--- src/rtl/core/itad_pkg.sv ---
`timescale 1ns / 1ps

package itad_pkg;

   localparam int MAX_DIGITS   = 32;
   localparam int RESULT_LIMIT = 32;
   localparam int VALUE_W      = 32;
   localparam int CHAR_W       = 7;
   localparam int DIGIT_W      = 4;
   localparam int MIN_DIG_W    = 6;
   localparam int COUNT_W      = $clog2(RESULT_LIMIT + 1);
   localparam int DIG_IDX_W    = $clog2(RESULT_LIMIT);

   localparam logic [CHAR_W-1:0] CHAR_ZERO  = 7'h30;
   localparam logic [CHAR_W-1:0] CHAR_A     = 7'h61;
   localparam logic [CHAR_W-1:0] CHAR_MINUS = 7'h2d;

   // floor(v / 10) == (v * RECIP_10) >> RECIP_10_SHIFT for every 32-bit v
   localparam logic [VALUE_W-1:0] RECIP_10       = 32'hcccc_cccd;
   localparam int                 RECIP_10_SHIFT = 35;

   typedef enum logic [1:0] {
      RADIX_BIN = 2'd0,
      RADIX_DEC = 2'd1,
      RADIX_HEX = 2'd2
   } radix_type;

   typedef enum logic [1:0] {
      ST_IDLE,
      ST_MUL,
      ST_DIGIT,
      ST_EMIT
   } state_type;

   typedef struct packed {
      logic      load_q;
      radix_type radix;
   } div_ctrl_type;

   function automatic logic [CHAR_W-1:0] digit_to_char(input logic [DIGIT_W-1:0] d);
      logic [CHAR_W-1:0] d_ext;
      d_ext = {{(CHAR_W-DIGIT_W){1'b0}}, d};
      if (d < 4'd10) begin
         return CHAR_ZERO + d_ext;
      end else begin
         return CHAR_A + d_ext - 7'd10;
      end
   endfunction

endpackage

--- src/rtl/core/itad_req_if.sv ---
`timescale 1ns / 1ps

interface itad_req_if;
   import itad_pkg::*;

   logic                   valid;
   logic                   ready;
   logic [VALUE_W-1:0]     value;
   logic                   is_signed;
   logic [1:0]             radix_code;
   logic [MIN_DIG_W-1:0]   min_digits;

   modport source (output valid, value, is_signed, radix_code, min_digits, input ready);
   modport sink   (input valid, value, is_signed, radix_code, min_digits, output ready);
endinterface

--- src/rtl/core/itad_rsp_if.sv ---
`timescale 1ns / 1ps

interface itad_rsp_if;
   import itad_pkg::*;

   logic                valid;
   logic                ready;
   logic [CHAR_W-1:0]   ascii_char;
   logic                last_char;

   modport source (output valid, ascii_char, last_char, input ready);
   modport sink   (input valid, ascii_char, last_char, output ready);
endinterface

--- src/rtl/core/itad_div.sv ---
`timescale 1ns / 1ps

module itad_div
   import itad_pkg::*;
(
   input  logic                 clock,
   input  div_ctrl_type         ctrl,
   input  logic [VALUE_W-1:0]   dividend,
   output logic [VALUE_W-1:0]   quotient,
   output logic [DIGIT_W-1:0]   remainder
);

   logic [2*VALUE_W-1:0] prod;
   logic [VALUE_W-1:0]   q_dec_ff;
   logic [VALUE_W-1:0]   q_dec_in;
   logic [VALUE_W-1:0]   diff;

   assign prod     = {{VALUE_W{1'b0}}, dividend} * {{VALUE_W{1'b0}}, RECIP_10};
   assign q_dec_in = VALUE_W'(prod[2*VALUE_W-1:RECIP_10_SHIFT]);

   // reciprocal product is registered before the remainder step
   always_ff @(posedge clock) begin
      if (ctrl.load_q) begin
         q_dec_ff <= q_dec_in;
      end
   end

   // remainder of a decimal step: v - 8q - 2q
   assign diff = dividend - {q_dec_ff[VALUE_W-4:0], 3'b000} - {q_dec_ff[VALUE_W-2:0], 1'b0};

   always_comb begin
      case (ctrl.radix)
         RADIX_BIN: begin
            quotient  = {1'b0, dividend[VALUE_W-1:1]};
            remainder = {3'b000, dividend[0]};
         end
         RADIX_DEC: begin
            quotient  = q_dec_ff;
            remainder = diff[DIGIT_W-1:0];
         end
         default: begin
            quotient  = {4'b0000, dividend[VALUE_W-1:4]};
            remainder = dividend[DIGIT_W-1:0];
         end
      endcase
   end

endmodule

--- src/rtl/core/integer_to_ascii_digits_core.sv ---
`timescale 1ns / 1ps

// Converts a 32-bit value to ASCII text in binary, decimal or lower-case hex,
// one character per rsp transaction, most significant first, with last_char on
// the final one. Signed decimal negatives get a leading '-'. At least
// min_digits digits appear, capped at 32 (31 for a negative) and at least one,
// zero-padded after the sign. Digits are produced least significant first
// into a 32-entry digit buffer by one shared divide unit: a shift and mask
// step per digit for binary and hex, a registered reciprocal multiply and then
// a remainder step per digit for decimal. The buffer is then read back one
// character per cycle while the output register is free. The next req
// transaction is taken only after conversion and readout; req is not ready
// during them, and the last character may still wait in the output register.
module integer_to_ascii_digits_core
   import itad_pkg::*;
(
   input  logic         clock,
   input  logic         reset,
   itad_req_if.sink     req_if,
   itad_rsp_if.source   rsp_if
);

   state_type                 state_ff, state_in;

   logic [VALUE_W-1:0]        v_ff;
   radix_type                 radix_ff;
   logic                      sign_pend_ff;
   logic [COUNT_W-1:0]        mind_ff;
   logic [COUNT_W-1:0]        nd_ff;
   logic [DIGIT_W-1:0]        digs_ff [RESULT_LIMIT];

   logic                      rsp_valid_ff;
   logic [CHAR_W-1:0]         char_ff;
   logic                      last_ff;

   logic                      req_ready;
   logic                      accept;
   logic                      digit_wr;
   logic                      emit_load;
   logic                      out_free;

   radix_type                 radix_sel;
   logic                      neg_in;
   logic [VALUE_W-1:0]        mag_in;
   logic [COUNT_W-1:0]        m_sat;
   logic [COUNT_W-1:0]        cap;
   logic [COUNT_W-1:0]        mind_in;

   div_ctrl_type              div_ctrl;
   logic [VALUE_W-1:0]        div_q;
   logic [DIGIT_W-1:0]        div_rem;
   logic [COUNT_W-1:0]        nd_plus;
   logic [COUNT_W-1:0]        nd_minus;
   logic                      more_digits;

   itad_div u_div (
      .clock     (clock),
      .ctrl      (div_ctrl),
      .dividend  (v_ff),
      .quotient  (div_q),
      .remainder (div_rem)
   );

   // request decode
   always_comb begin
      case (req_if.radix_code)
         RADIX_BIN: radix_sel = RADIX_BIN;
         RADIX_DEC: radix_sel = RADIX_DEC;
         default:   radix_sel = RADIX_HEX;
      endcase
      neg_in = (radix_sel == RADIX_DEC) && req_if.is_signed && req_if.value[VALUE_W-1];
      mag_in = neg_in ? (~req_if.value + 32'd1) : req_if.value;

      m_sat = (req_if.min_digits > MIN_DIG_W'(MAX_DIGITS)) ? COUNT_W'(MAX_DIGITS)
                                                           : COUNT_W'(req_if.min_digits);
      cap   = COUNT_W'(RESULT_LIMIT) - {{(COUNT_W-1){1'b0}}, neg_in};
      mind_in = (m_sat > cap) ? cap : m_sat;
      if (mind_in == '0) begin
         mind_in = COUNT_W'(1);
      end
   end

   assign nd_plus     = nd_ff + COUNT_W'(1);
   assign nd_minus    = nd_ff - COUNT_W'(1);
   // zero quotient still yields '0' digits, which covers padding
   assign more_digits = ((div_q != '0) || (nd_plus < mind_ff))
                        && (nd_plus < COUNT_W'(RESULT_LIMIT));
   assign out_free    = !rsp_valid_ff || rsp_if.ready;

   // next state
   always_comb begin
      state_in = state_ff;
      unique case (state_ff)
         ST_IDLE: begin
            if (req_if.valid) begin
               state_in = (radix_sel == RADIX_DEC) ? ST_MUL : ST_DIGIT;
            end
         end
         ST_MUL: begin
            state_in = ST_DIGIT;
         end
         ST_DIGIT: begin
            if (more_digits) begin
               state_in = (radix_ff == RADIX_DEC) ? ST_MUL : ST_DIGIT;
            end else begin
               state_in = ST_EMIT;
            end
         end
         ST_EMIT: begin
            if (out_free && !sign_pend_ff && (nd_ff == COUNT_W'(1))) begin
               state_in = ST_IDLE;
            end
         end
         default: state_in = ST_IDLE;
      endcase
   end

   // control outputs
   always_comb begin
      req_ready       = 1'b0;
      digit_wr        = 1'b0;
      emit_load       = 1'b0;
      div_ctrl.load_q = 1'b0;
      div_ctrl.radix  = radix_ff;
      unique case (state_ff)
         ST_IDLE:  req_ready       = 1'b1;
         ST_MUL:   div_ctrl.load_q = 1'b1;
         ST_DIGIT: digit_wr        = 1'b1;
         ST_EMIT:  emit_load       = out_free;
         default:  req_ready       = 1'b0;
      endcase
   end

   assign accept       = req_if.valid && req_ready;
   assign req_if.ready = req_ready;

   always_ff @(posedge clock) begin
      if (reset) begin
         state_ff     <= ST_IDLE;
         rsp_valid_ff <= 1'b0;
         sign_pend_ff <= 1'b0;
      end else begin
         state_ff <= state_in;
         if (emit_load) begin
            rsp_valid_ff <= 1'b1;
         end else if (rsp_if.ready) begin
            rsp_valid_ff <= 1'b0;
         end
         if (accept) begin
            sign_pend_ff <= neg_in;
         end else if (emit_load) begin
            sign_pend_ff <= 1'b0;
         end
      end
   end

   always_ff @(posedge clock) begin
      if (accept) begin
         v_ff     <= mag_in;
         radix_ff <= radix_sel;
         mind_ff  <= mind_in;
         nd_ff    <= '0;
      end else if (digit_wr) begin
         digs_ff[nd_ff[DIG_IDX_W-1:0]] <= div_rem;
         v_ff  <= div_q;
         nd_ff <= nd_plus;
      end else if (emit_load && !sign_pend_ff) begin
         nd_ff <= nd_minus;
      end

      if (emit_load) begin
         if (sign_pend_ff) begin
            char_ff <= CHAR_MINUS;
            last_ff <= 1'b0;
         end else begin
            char_ff <= digit_to_char(digs_ff[nd_minus[DIG_IDX_W-1:0]]);
            last_ff <= (nd_ff == COUNT_W'(1));
         end
      end
   end

   assign rsp_if.valid      = rsp_valid_ff;
   assign rsp_if.ascii_char = char_ff;
   assign rsp_if.last_char  = last_ff;

endmodule
--- src/flat_wrapper.sv ---
// flat-port wrapper written by rule: the top's interface ports become plain ports
module integer_to_ascii_digits_core_flat import itad_pkg::*;
  (clock, reset, req_if_valid, req_if_value, req_if_is_signed, req_if_radix_code, req_if_min_digits, req_if_ready, rsp_if_valid, rsp_if_ascii_char, rsp_if_last_char, rsp_if_ready);
  itad_req_if req_if_i ();
  itad_rsp_if rsp_if_i ();
  input  logic clock;
  input  logic reset;
  input wire logic [$bits(req_if_i.valid)-1:0] req_if_valid;
  input wire logic [$bits(req_if_i.value)-1:0] req_if_value;
  input wire logic [$bits(req_if_i.is_signed)-1:0] req_if_is_signed;
  input wire logic [$bits(req_if_i.radix_code)-1:0] req_if_radix_code;
  input wire logic [$bits(req_if_i.min_digits)-1:0] req_if_min_digits;
  output wire logic [$bits(req_if_i.ready)-1:0] req_if_ready;
  output wire logic [$bits(rsp_if_i.valid)-1:0] rsp_if_valid;
  output wire logic [$bits(rsp_if_i.ascii_char)-1:0] rsp_if_ascii_char;
  output wire logic [$bits(rsp_if_i.last_char)-1:0] rsp_if_last_char;
  input wire logic [$bits(rsp_if_i.ready)-1:0] rsp_if_ready;
  assign req_if_i.valid = req_if_valid;
  assign req_if_i.value = req_if_value;
  assign req_if_i.is_signed = req_if_is_signed;
  assign req_if_i.radix_code = req_if_radix_code;
  assign req_if_i.min_digits = req_if_min_digits;
  assign req_if_ready = req_if_i.ready;
  assign rsp_if_valid = rsp_if_i.valid;
  assign rsp_if_ascii_char = rsp_if_i.ascii_char;
  assign rsp_if_last_char = rsp_if_i.last_char;
  assign rsp_if_i.ready = rsp_if_ready;
  integer_to_ascii_digits_core u_core (.clock(clock), .reset(reset), .req_if(req_if_i), .rsp_if(rsp_if_i));
endmodule
--- config.mk ---
export PLATFORM = sky130hd
export DESIGN_NAME = integer_to_ascii_digits_core_flat
export DESIGN_NICKNAME = d
export VERILOG_FILES = /design/src/rtl/core/itad_pkg.sv /design/src/rtl/core/itad_req_if.sv /design/src/rtl/core/itad_rsp_if.sv /design/src/rtl/core/itad_div.sv /design/src/rtl/core/integer_to_ascii_digits_core.sv /design/src/flat_wrapper.sv
export SDC_FILE = /design/constraint.sdc
export NUM_CORES = 1
export LEC_CHECK = 0
export BUFFER_PORTS_ARGS = -buffer_cell sky130_fd_sc_hd__buf_2
export CAP_MARGIN = 20
export CORE_MARGIN = 2
export CORE_UTILIZATION = 56
export CTS_BUF_LIST = sky130_fd_sc_hd__clkbuf_8
export CTS_CLUSTER_SIZE = 28
export DETAILED_ROUTE_END_ITERATION = 10
export HOLD_SLACK_MARGIN = 0.06
export PLACE_DENSITY = 0.75
export SETUP_SLACK_MARGIN = 0.1
export SYNTH_ARGS = -nofsm -noshare
export SYNTH_HDL_FRONTEND = slang
export SYNTH_SLANG_ARGS = --single-unit
--- constraint.sdc ---
create_clock -name clock -period 18.11 [get_ports clock]
set_clock_uncertainty 0.05 [all_clocks]
set_input_delay 2.7165 -clock clock [delete_from_list [all_inputs] [get_ports clock]]
set_output_delay 2.7165 -clock clock [all_outputs]
set_load 0.005 [all_outputs]
== After elaboration in Yosys (flattened, before gate mapping) ==
Memory sizes are Yosys's and may differ from the RTL's.
Cells that the tools add are included.

* Input bits: 45
* Word-level logic and storage cells: 85
* Memory bits (writable): 128
* Memories kept: 1
* Register bits: 87
* Output and inout port bits: 10

* Bitwise gates (word level): 1
* Equality and inequality tests: 9
* Add/subtract/negate cells: 9
* Magnitude comparators: 5
* Reduce and logical (&&, ||, !) cells: 21
* Multiply operators: 1
* Muxes and demuxes: 28

{| class="wikitable"
|+ Memory list
! name !! words !! bits a word !! read ports !! clocked after memory_dff !! wr ports !! line !! source
|-
| u_core.digs_ff || 32 || 4 || 1 || 0 || 1 || integer_to_ascii_digits_core.sv:30 || <nowiki>logic [DIGIT_W-1:0] digs_ff [RESULT_LIMIT];</nowiki>
|}

{| class="wikitable"
|+ Operators with widths
! kind !! count
|-
| two-way mux 32 bit || 3
|-
| multiplier 32 x 32 -> 64 bit (second input constant) || 1
|-
| one-hot mux 31 bit (2 select lines) || 1
|-
| adder 32 x 1 -> 32 bit (second input constant) || 1
|-
| NOT 32 bit || 1
|-
| nonzero test 32 bit || 1
|-
| two-way mux 6 bit || 4
|-
| two-way mux 1 bit || 11
|-
| two-way mux 2 bit || 5
|-
| == test 2 x 1 -> 1 bit (second input constant) || 4
|-
| one-hot mux 2 bit (4 select lines) || 1
|-
| one-hot mux 4 bit (2 select lines) || 1
|-
| nonzero test 2 bit || 4
|-
| subtractor 4 bit || 2
|-
| adder 6 x 4 -> 7 bit (first input constant) || 1
|-
| adder 6 x 5 -> 7 bit (first input constant) || 1
|-
| logical AND 1 bit || 7
|-
| two-way mux 7 bit || 1
|-
| subtractor 7 x 4 -> 7 bit (second input constant) || 1
|-
| adder 6 x 1 -> 6 bit (second input constant) || 1
|-
| == test 6 x 1 -> 1 bit (second input constant) || 1
|-
| > comparator 6 bit || 1
|-
| > comparator 6 bit (second input constant) || 1
|-
| logical NOT 2 bit || 3
|-
| 13 further kinds || 16
|}

== Depth between registers and ports, before layout ==
Gate-level depths: netlist (run 1).

* Word-level depth: 9
* Depth in mapped cells: 27
* Gate-level depth less buffers: 26

== By module ==
A second synthesis (run 1) with hierarchy kept.

* Cell total of the unflattened synthesis: 2,459
* Area, all modules: 27,058.5 sq um

{| class="wikitable"
|+ Modules (own cells, without submodules)
! module !! area an instance (sq um) !! times used !! cells each !! seq. area each (sq um)
|-
| itad_div || 18,347.6 || 1 || 1,846 || 870.8
|-
| integer_to_ascii_digits_core || 8,710.9 || 1 || 613 || 5,485.3
|}

== Worst setup path before layout (run 1) ==
Ideal clock, no wire load.

* Path kind: flip-flop to flip-flop
* Start: reg u_core.v_ff[7]
* End: reg u_core.u_div.q_dec_ff[27], data pin
* Cell stages (with the launch flop): 24
* Setup slack: 10.991 ns
* Clock period less this slack: 7.119 ns
* Setup time: 0.258 ns
* Arrival time: 6.811 ns
* Path buffers: 2
* Data required time: 17.802 ns
* Path through: edfxtp_1 ha_1 clkbuf_1 xnor2_1 inv_1 ha_1 or2_2 fa_1 fa_1 fa_1 fa_1 fa_1 ha_1 ha_1 buf_2 nand3_1 or3_4 or3_1 o32ai_2 a2111oi_2 nor2_2 a211o_1 a21oi_2 xnor2_1

* Word-level cells in the longest chain between the ends: 1

{| class="wikitable"
|+ Ends and longest elaborated chain
! what !! line !! source
|-
| from (decl) || integer_to_ascii_digits_core.sv:25 || <nowiki>logic [VALUE_W-1:0] v_ff;</nowiki>
|-
| from (signal assigned) || integer_to_ascii_digits_core.sv:159 || <nowiki>v_ff <= mag_in;</nowiki>
|-
| from (signal assigned) || integer_to_ascii_digits_core.sv:165 || <nowiki>v_ff <= div_q;</nowiki>
|-
| multiplier 32 x 32 -> 64 bit || itad_div.sv:18 || <nowiki>assign prod = {{VALUE_W{1'b0}}, dividend} * {{VALUE_W{1'b0}}, RECIP_10};</nowiki>
|-
| named net u_core.u_div.prod[62] || itad_div.sv:13 || <nowiki>logic [2*VALUE_W-1:0] prod;</nowiki>
|-
| to (signal assigned) || itad_div.sv:24 || <nowiki>q_dec_ff <= q_dec_in;</nowiki>
|-
| to (decl) || itad_div.sv:14 || <nowiki>logic [VALUE_W-1:0] q_dec_ff;</nowiki>
|}

The timed path passes the listed nets, and every way through them passes these cells.
A chain may end at the register's enable or synchronous reset.

== Final worst setup path (run 1) ==
* Start: reg u_core.v_ff[9]
* End: reg u_core.u_div.q_dec_ff[14], data pin

The elaborated chain is that of the path after synthesis.

==> results of run 1 <==
==> sequential cells by signal, indices dropped and copies added (netlist names) <==
register and flops:
u_core.radix_ff 2, u_core.rsp_if.last_char 1, u_core.state_ff 2, u_core.rsp_if.valid 1
u_core.v_ff 32, u_core.nd_ff 6, u_core.rsp_if.ascii_char 7, u_core.sign_pend_ff 1
u_core.digs_ff 128, u_core.u_div.q_dec_ff 29, u_core.mind_ff 6
==> through the flow <==
stage               setup slack, ns  area [sq um]  instances
global route                   9.43         28300       3089
finish                         9.67         28300       3091
floorplan                     10.99         26700       2401
global placement               9.74         27600       3030
CTS                            9.69         28200       3085
detailed placement             9.77         27600       3030
==> worst max-delay path by stage <==
| stage | to | cells after the start |
|---|---|---|
| finish | u_core.u_div.q_dec_ff[14]$_DFFE_PP_ | 22 |
| global route | u_core.u_div.q_dec_ff[14]$_DFFE_PP_ | 24 |
| CTS | u_core.u_div.q_dec_ff[14]$_DFFE_PP_ | 22 |
| detailed placement | u_core.u_div.q_dec_ff[14]$_DFFE_PP_ | 22 |
| global placement | u_core.u_div.q_dec_ff[14]$_DFFE_PP_ | 22 |
| floorplan | u_core.u_div.q_dec_ff[27]$_DFFE_PP_ | 23 |
==> metal layers <==
| metal | track usage (%) | vias to the layer above |
|---|---|---|
| met3 | 3.32 | 147 |
| met2 | 48.8 | 608 |
| met4 | 9.48 | 0 |
| li1 | - | 7926 |
| met5 | 0 | - |
| met1 | 37.9 | 8905 |
==> kinds of logic after synthesis <==
logic type	synth area share [%]
other	0.0140
buffers and inverters	8.93
AOI/OAI and AO/OA	6.42
muxes	4.79
and+or+nand+nor	5.88
DFF	23.8
adders and majority gates	46.2
xor gates and xnor gates	3.99
==> placed cells by master, fill, tap and decap left out, drive strengths merged, types with 18 or more instances in the layout <==
cell type,n
clkbuf,33
buf,66
a21oi,107
xor2,64
ha,366
mux2i,35
o21ai,73
nor2,111
edfxtp,205
fa,387
mux4,40
nand4,18
inv,586
nand2,92
xnor2,56
a21o,34
==> layout make-up <==
type,instances,share of cell area (%)
clock buffer,33,1.61
multi-input combinational,1561,63.7
timing repair buffer,66,1.38
sequential,215,22.5
inverter,577,7.66
tap,615,2.72
antenna,2,0.0177
clock inverter,22,0.452
==> worst reg2reg max path, delay by kind of cell (launching register included) <==
| kind | cells | cell delay (ns) |
|---|---|---|
| AND/OR/NAND/NOR | 2 | 0.52 |
| XOR/XNOR | 2 | 0.33 |
| flip-flops | 1 | 0.64 |
| adder cells (fa/ha/maj) | 9 | 4.15 |
| buffers and inverters | 2 | 0.12 |
| AO/OA/AOI/OAI | 7 | 2.36 |
==> run summary, run 1 <==
The setup total negative slack was 0 ns; the data required time at the worst endpoint was 18.38 ns. Sorting the synthesized cells by area gives the leading types as fa_1, edfxtp_1, ha_1, inv_1, mux4_2. Worst flop-to-flop path endpoint: u_core.u_div.q_dec_ff[14]$_DFFE_PP_. The slowest stage of the critical path belongs to the cell o21ai_1. The path with the worst hold slack has its endpoint at u_core.rsp_if.valid$_SDFFE_PP0P_. In this run the register-to-register setup slack is 9.67 ns. Register area share after synthesis: 23.8%.

The detail route stage leaves a number of antenna-violating nets equal to 0. After clock tree synthesis, the clock-pin slew on the worst setup and hold paths is 0.06 ns. In this run the worst setup path begins at u_core.v_ff[9]$_DFFE_PP_.

TritonCTS built the clock tree. The depth of the most critical reg-to-reg path was 22. The met1 routed wirelength after detailed routing came out at 28.0 mm. The worst path needs 8.44 ns of the cycle, external delays included. The startpoint identified for the worst hold timing path is u_core.state_ff[0]$_SDFFE_PP0P_. The run gives 5 as the number of optimization iterations in the first detailed-route pass.

Among all cell types in the netlist, the one instantiated most often is inv_1. Aggregate global routing overflow: 0. After the first detailed-routing iteration, the DRC count stood at 1,247. Buffers added to address setup during post-CTS repair amount to 0. The actual transition at the worst max-transition pin was 1.08 ns. For this run, the leading register cell type out of synthesis is edfxtp_1.

Entering global routing, the biggest net connects 64 pins. In this run the clock root is driven by a clkbuf_8. For this run, the top clock speed supported by timing is 119 MHz. The run gives 0.60 ns as the worst-skew pair later-pin latency. Traced cell by cell, the critical path runs through ha_1 -> xor2_1 -> ha_1 -> a21o_1 -> fa_1 -> inv_1 -> fa_1 -> inv_1 -> fa_1 -> fa_1 -> fa_1 -> fa_1 -> ha_1 -> nand2_1 -> nor3_1 -> o311ai_1 -> o21ai_1 -> o21ai_1 -> o31ai_1 -> a21oi_1 -> o21ai_1 -> xnor2_1.

The boundary pin count came out at 55. The number of rows created at floorplan is 80, and the hold-critical path depth is 2. The proportion of synthesized flip-flops having asynchronous set or reset was 0%; the largest fanout of any net on the critical path was 8. The number of global-route vias before repair was 19,000; the final RePlAce weighted congestion was 1.02. By count the netlist is led by inv_1, fa_1, ha_1. The final cell utilization of the core is 59.6%. In this run the critical register-to-register path is launched from u_core.v_ff[9]$_DFFE_PP_. After clock tree synthesis, the repair step resized 0 gates.

Hold violation count in the final report: 0. Summed over its instances, the top area cell type makes up 29.0% of the synthesized netlist area. After detailed routing, the average wire length per cell comes to 22.0 um. The final critical path takes up 46.6% of the cycle. Relative to the synthesized area, the layout overhead comes to 5.84%. The cell that appears most often on the critical path is fa_1.

Number of antenna violations at the first check in global routing: 0. The worst hold path belongs to the class flop to flop. TritonCTS created 30 clock buffers. No sink is reached through more buffers than the 3 on the longest clock path.

For the clock sink count, the log shows 215. For the max-slew headroom at the worst pin, the log shows 27.3%. For the area taken by flip-flops and latches, the log shows 0.00636 sq mm. Type of element launching the critical path: a flop.

The highest metal layer carrying signal wires in the routed design is met4. The count of hold-fix buffers inserted at cts was 0; the multi-input logic area was 0.0180 sq mm. The tightest hold path in the finished design has a slack of 0.504 ns.

Measured along the y axis, the die boundary spans 222 um. The first global-routing pass estimated 107 mm of wire. After detailed routing, the met3 layer carries 3.80 mm of wire. The run finished with clean final reports.

Detailed placement finished with a half-perimeter wire length of 57.9 mm. The run gives 17,600 as the count of vias placed by the detailed router. The die covers 0.0494 sq mm. The tools report the number of remaining DRC errors as 0. In this run the mean area of a mapped cell was 11.1 sq um.

The initial core utilization is 56.3%. The synthesized design contains 215 register bits. The width of the die was 222 um; the yosys synthesis warning count was 0. The worst setup path is of the flop to flop kind. The worst setup path is captured at a flop.

The run gives 67.9 mm as the detailed-route wire length. The gate family responsible for the most delay along the worst path was adder cells. The final max-slew violation count was 0; the H-tree depth reported by CTS was 1. The worst stage delay on the critical path is 0.86 ns. The largest total area in the synthesized netlist belongs to fa_1. The combined global-route utilization of all metal layers is 28.4%.

The net count of the finished layout is 3,249. For the post-synthesis net count, the log shows 3,199. Synthesis handed over a netlist of 2,401 instances.

Counting the fill cells in the layout gives 3,898. The routed design uses 33.4 mm of met2 wire. The number of enable-type register cells in the synthesized netlist was 205; the share of layout cells above drive strength 1 was 7.28%.

The number of endpoints failing setup at the final stage is 0, and the count of input and output buffers is 54. Dividing the detail-routed via count by the number of cells gives 5.69. Setup repair after global routing left no endpoint under its margin. After synthesis the cells add up to 0.0267 sq mm.

The number of max-cap violations was 0; the critical path arrival was 8.71 ns. After floorplanning, the core was sized to cover 0.0474 sq mm. Yosys mapped the design onto 71 distinct sky130hd cell types. Together, buffers and inverters on the worst path number 2.
Power of run 1 is not shown: default switching activity piles up to over one toggle a cycle in this logic, so the estimate is an artifact.
==> inputs of run 2 (changes only) <==
- clock period: 18.11 -> 8.6 ns (I/O delays scaled with it)
==> run summary, run 2 (synthesized netlist as in run 1, its figures left out) <==
The run finished with clean final reports. The worst path setup slack after routing is 0.513 ns. The first detailed-routing pass ran for 5 iterations.

The synthesis-to-layout area growth was 6.38%. The number of rows created at floorplan is 80, and the pin count of the biggest net entering global routing is 64. The tools report the count of hold-fix buffers inserted at cts as 0. Registers take 0.00636 sq mm. The tools report the die outline area as 0.0494 sq mm. Hold violation count in the final report: 0.

The tightest min-delay check is of the flop to flop type. The number of remaining DRC errors is 0, and the largest fanout of any net on the critical path is 10. The HPWL after detailed placement is 58.3 mm.

Measured along the y axis, the die boundary spans 222 um. The library cell used most frequently in the layout, excluding fill and tap cells, is inv_1. The number of antenna diodes in the final layout is 0. The longest clock path from root to sink contains 3 buffers. The placement-stage worst setup slack was 0.573 ns. The worst setup path is captured at a flop. On the critical path, the stage with the largest delay is an instance of edfxtp_1.

The number of post-CTS setup repair buffers is 0, and the number of flip-flops in the largest register is 128. The run gives 0 as the final max-slew violation count. For the worst-skew pair later-pin latency, the log shows 0.60 ns. The total overflow left after global routing is 0. The number of antenna violations at the first check in global routing was 0. For this configuration, the core starts out at a cell density of 56.3%. The logs give 1 for the H-tree depth reported by CTS and 107 mm for the wire length of the first global-routing pass. The logs give 8.37 ns for the critical path arrival and 0 for the number of endpoints failing setup at the final stage. The tools report the final RePlAce weighted congestion as 1.05. Across all register-to-register paths, the minimum setup slack is 0.51 ns. The run gives 40.8% as the max-slew headroom at the worst pin. The kind of cell with the highest combined delay along the critical path is adder cells. STA classifies the critical path startpoint as a flop.

The count of buffers added on input and output ports is 54. Walking the worst path, the cells encountered are ha_1 -> xnor2_1 -> inv_1 -> ha_1 -> or2_2 -> fa_1 -> fa_1 -> fa_1 -> fa_1 -> fa_1 -> ha_1 -> ha_1 -> nand3_1 -> or3_4 -> or3_1 -> o32ai_2 -> a2111oi_2 -> nor2_2 -> a211o_1 -> a21oi_2 -> xnor2_1. The buffers plus inverters on the worst setup path came out at 1.

The critical path starts at u_core.v_ff[7]$_DFFE_PP_. The run gives 215 as the clock sink count. Counting stages on the worst path, the most repeated cell is fa_1. The logs give 0.0180 sq mm for the multi-input logic area and 0 for the number of cells upsized or downsized after cts. The clock input transition at the sequential cells of the worst setup and hold paths was 0.07 ns; the count of fill cells added during filler insertion was 3,781.

Via count normalized by instance count: 5.67. Data on the critical path is required at its endpoint by 8.88 ns. The share of layout cells above drive strength 1 was 8.04%.

In the layout the commonest cells are inv_1, fa_1, ha_1, edfxtp_1, nor2_1. The tree is rooted in a clkbuf_8. Worst stage delay on the critical path: 0.65 ns. The highest achievable clock rate is 124 MHz, and the actual transition at the worst max-transition pin is 0.888 ns. The worst hold path begins at u_core.state_ff[0]$_SDFFE_PP0P_. The die is 222 um wide. The number of clock buffers added by TritonCTS is 30. TritonCTS built the clock tree. Summing over every cut layer, the via total after detailed routing is 17,600.

The number of max-cap violations came out at 0. For the number of global-route vias before repair, the log shows 19,100. Setup repair after global routing left no endpoint under its margin.

The detail route stage leaves a number of antenna-violating nets equal to 0. The average wire length per cell after detail routing is 22.1 um, and the setup total negative slack is 0 ns. Number of nets in the final layout: 3,264. The critical path is of the flop to flop type. The tools report the detailed-route wire length as 68.7 mm. The first routing iteration left 1,173 violations. The boundary pin count is 55.

Global routing used 28.5% of the available tracks across all layers. The final cycle utilization of the critical path was 94.0%. The startpoint identified for the worst register-to-register timing path is u_core.v_ff[7]$_DFFE_PP_.

The total core area is 0.0474 sq mm, and the minimum clock period is 8.09 ns.
-- run 2: cell count changes in the layout (fill, tap and decap cells not counted), sizes merged --
cell	delta
buf	+15
bufinv	-1
clkinvlp	+1
diode	-2
clkinv	-6
clkbuf	+6
-- run 2: through the flow --
step	instance area (sq um)	hold WS (ns)	instances	util, %
after floorplan	26700	0.441	2401	-
after global placement	27700	0.470	3045	58.4
after detailed placement	27700	0.491	3045	58.4
after CTS	28300	0.500	3100	59.7
after global routing	28400	0.539	3104	59.9
final	28400	0.507	3104	59.9
-- run 2: final timing paths --
check | endpoint | cells past startpoint
hold reg to reg | u_core.rsp_if.valid$_SDFFE_PP0P_ | 2
hold / removal | u_core.rsp_if.valid$_SDFFE_PP0P_ | 2
setup / recovery | u_core.u_div.q_dec_ff[27]$_DFFE_PP_ | 21
setup reg to reg | u_core.u_div.q_dec_ff[27]$_DFFE_PP_ | 21
-- run 2: final cells by class --
cell class	count	area share (%)
flip-flops and latches	215	22.4
clock buffers	39	1.89
inverters	577	7.63
clock inverters	16	0.286
repair buffers	81	1.77
well taps	615	2.71
multi-input cells	1561	63.3
-- run 2: worst min-delay path, stage by stage (launching register included) --
cell and delay [ns]:
dfxtp_1 0.36, nand2_1 0.08, a21oi_1 0.06
-- run 2: per-layer routing --
| metal | vias to the layer above | GRT usage (%) | wire length, um |
|---|---|---|---|
| met5 | - | 0 | 0 |
| met4 | 0 | 9.81 | 2760 |
| met3 | 145 | 4.22 | 4440 |
| met2 | 597 | 48.7 | 33900 |
| met1 | 8911 | 37.5 | 27600 |
| li1 | 7953 | - | - |
Power of run 2 is left out for the same reason.
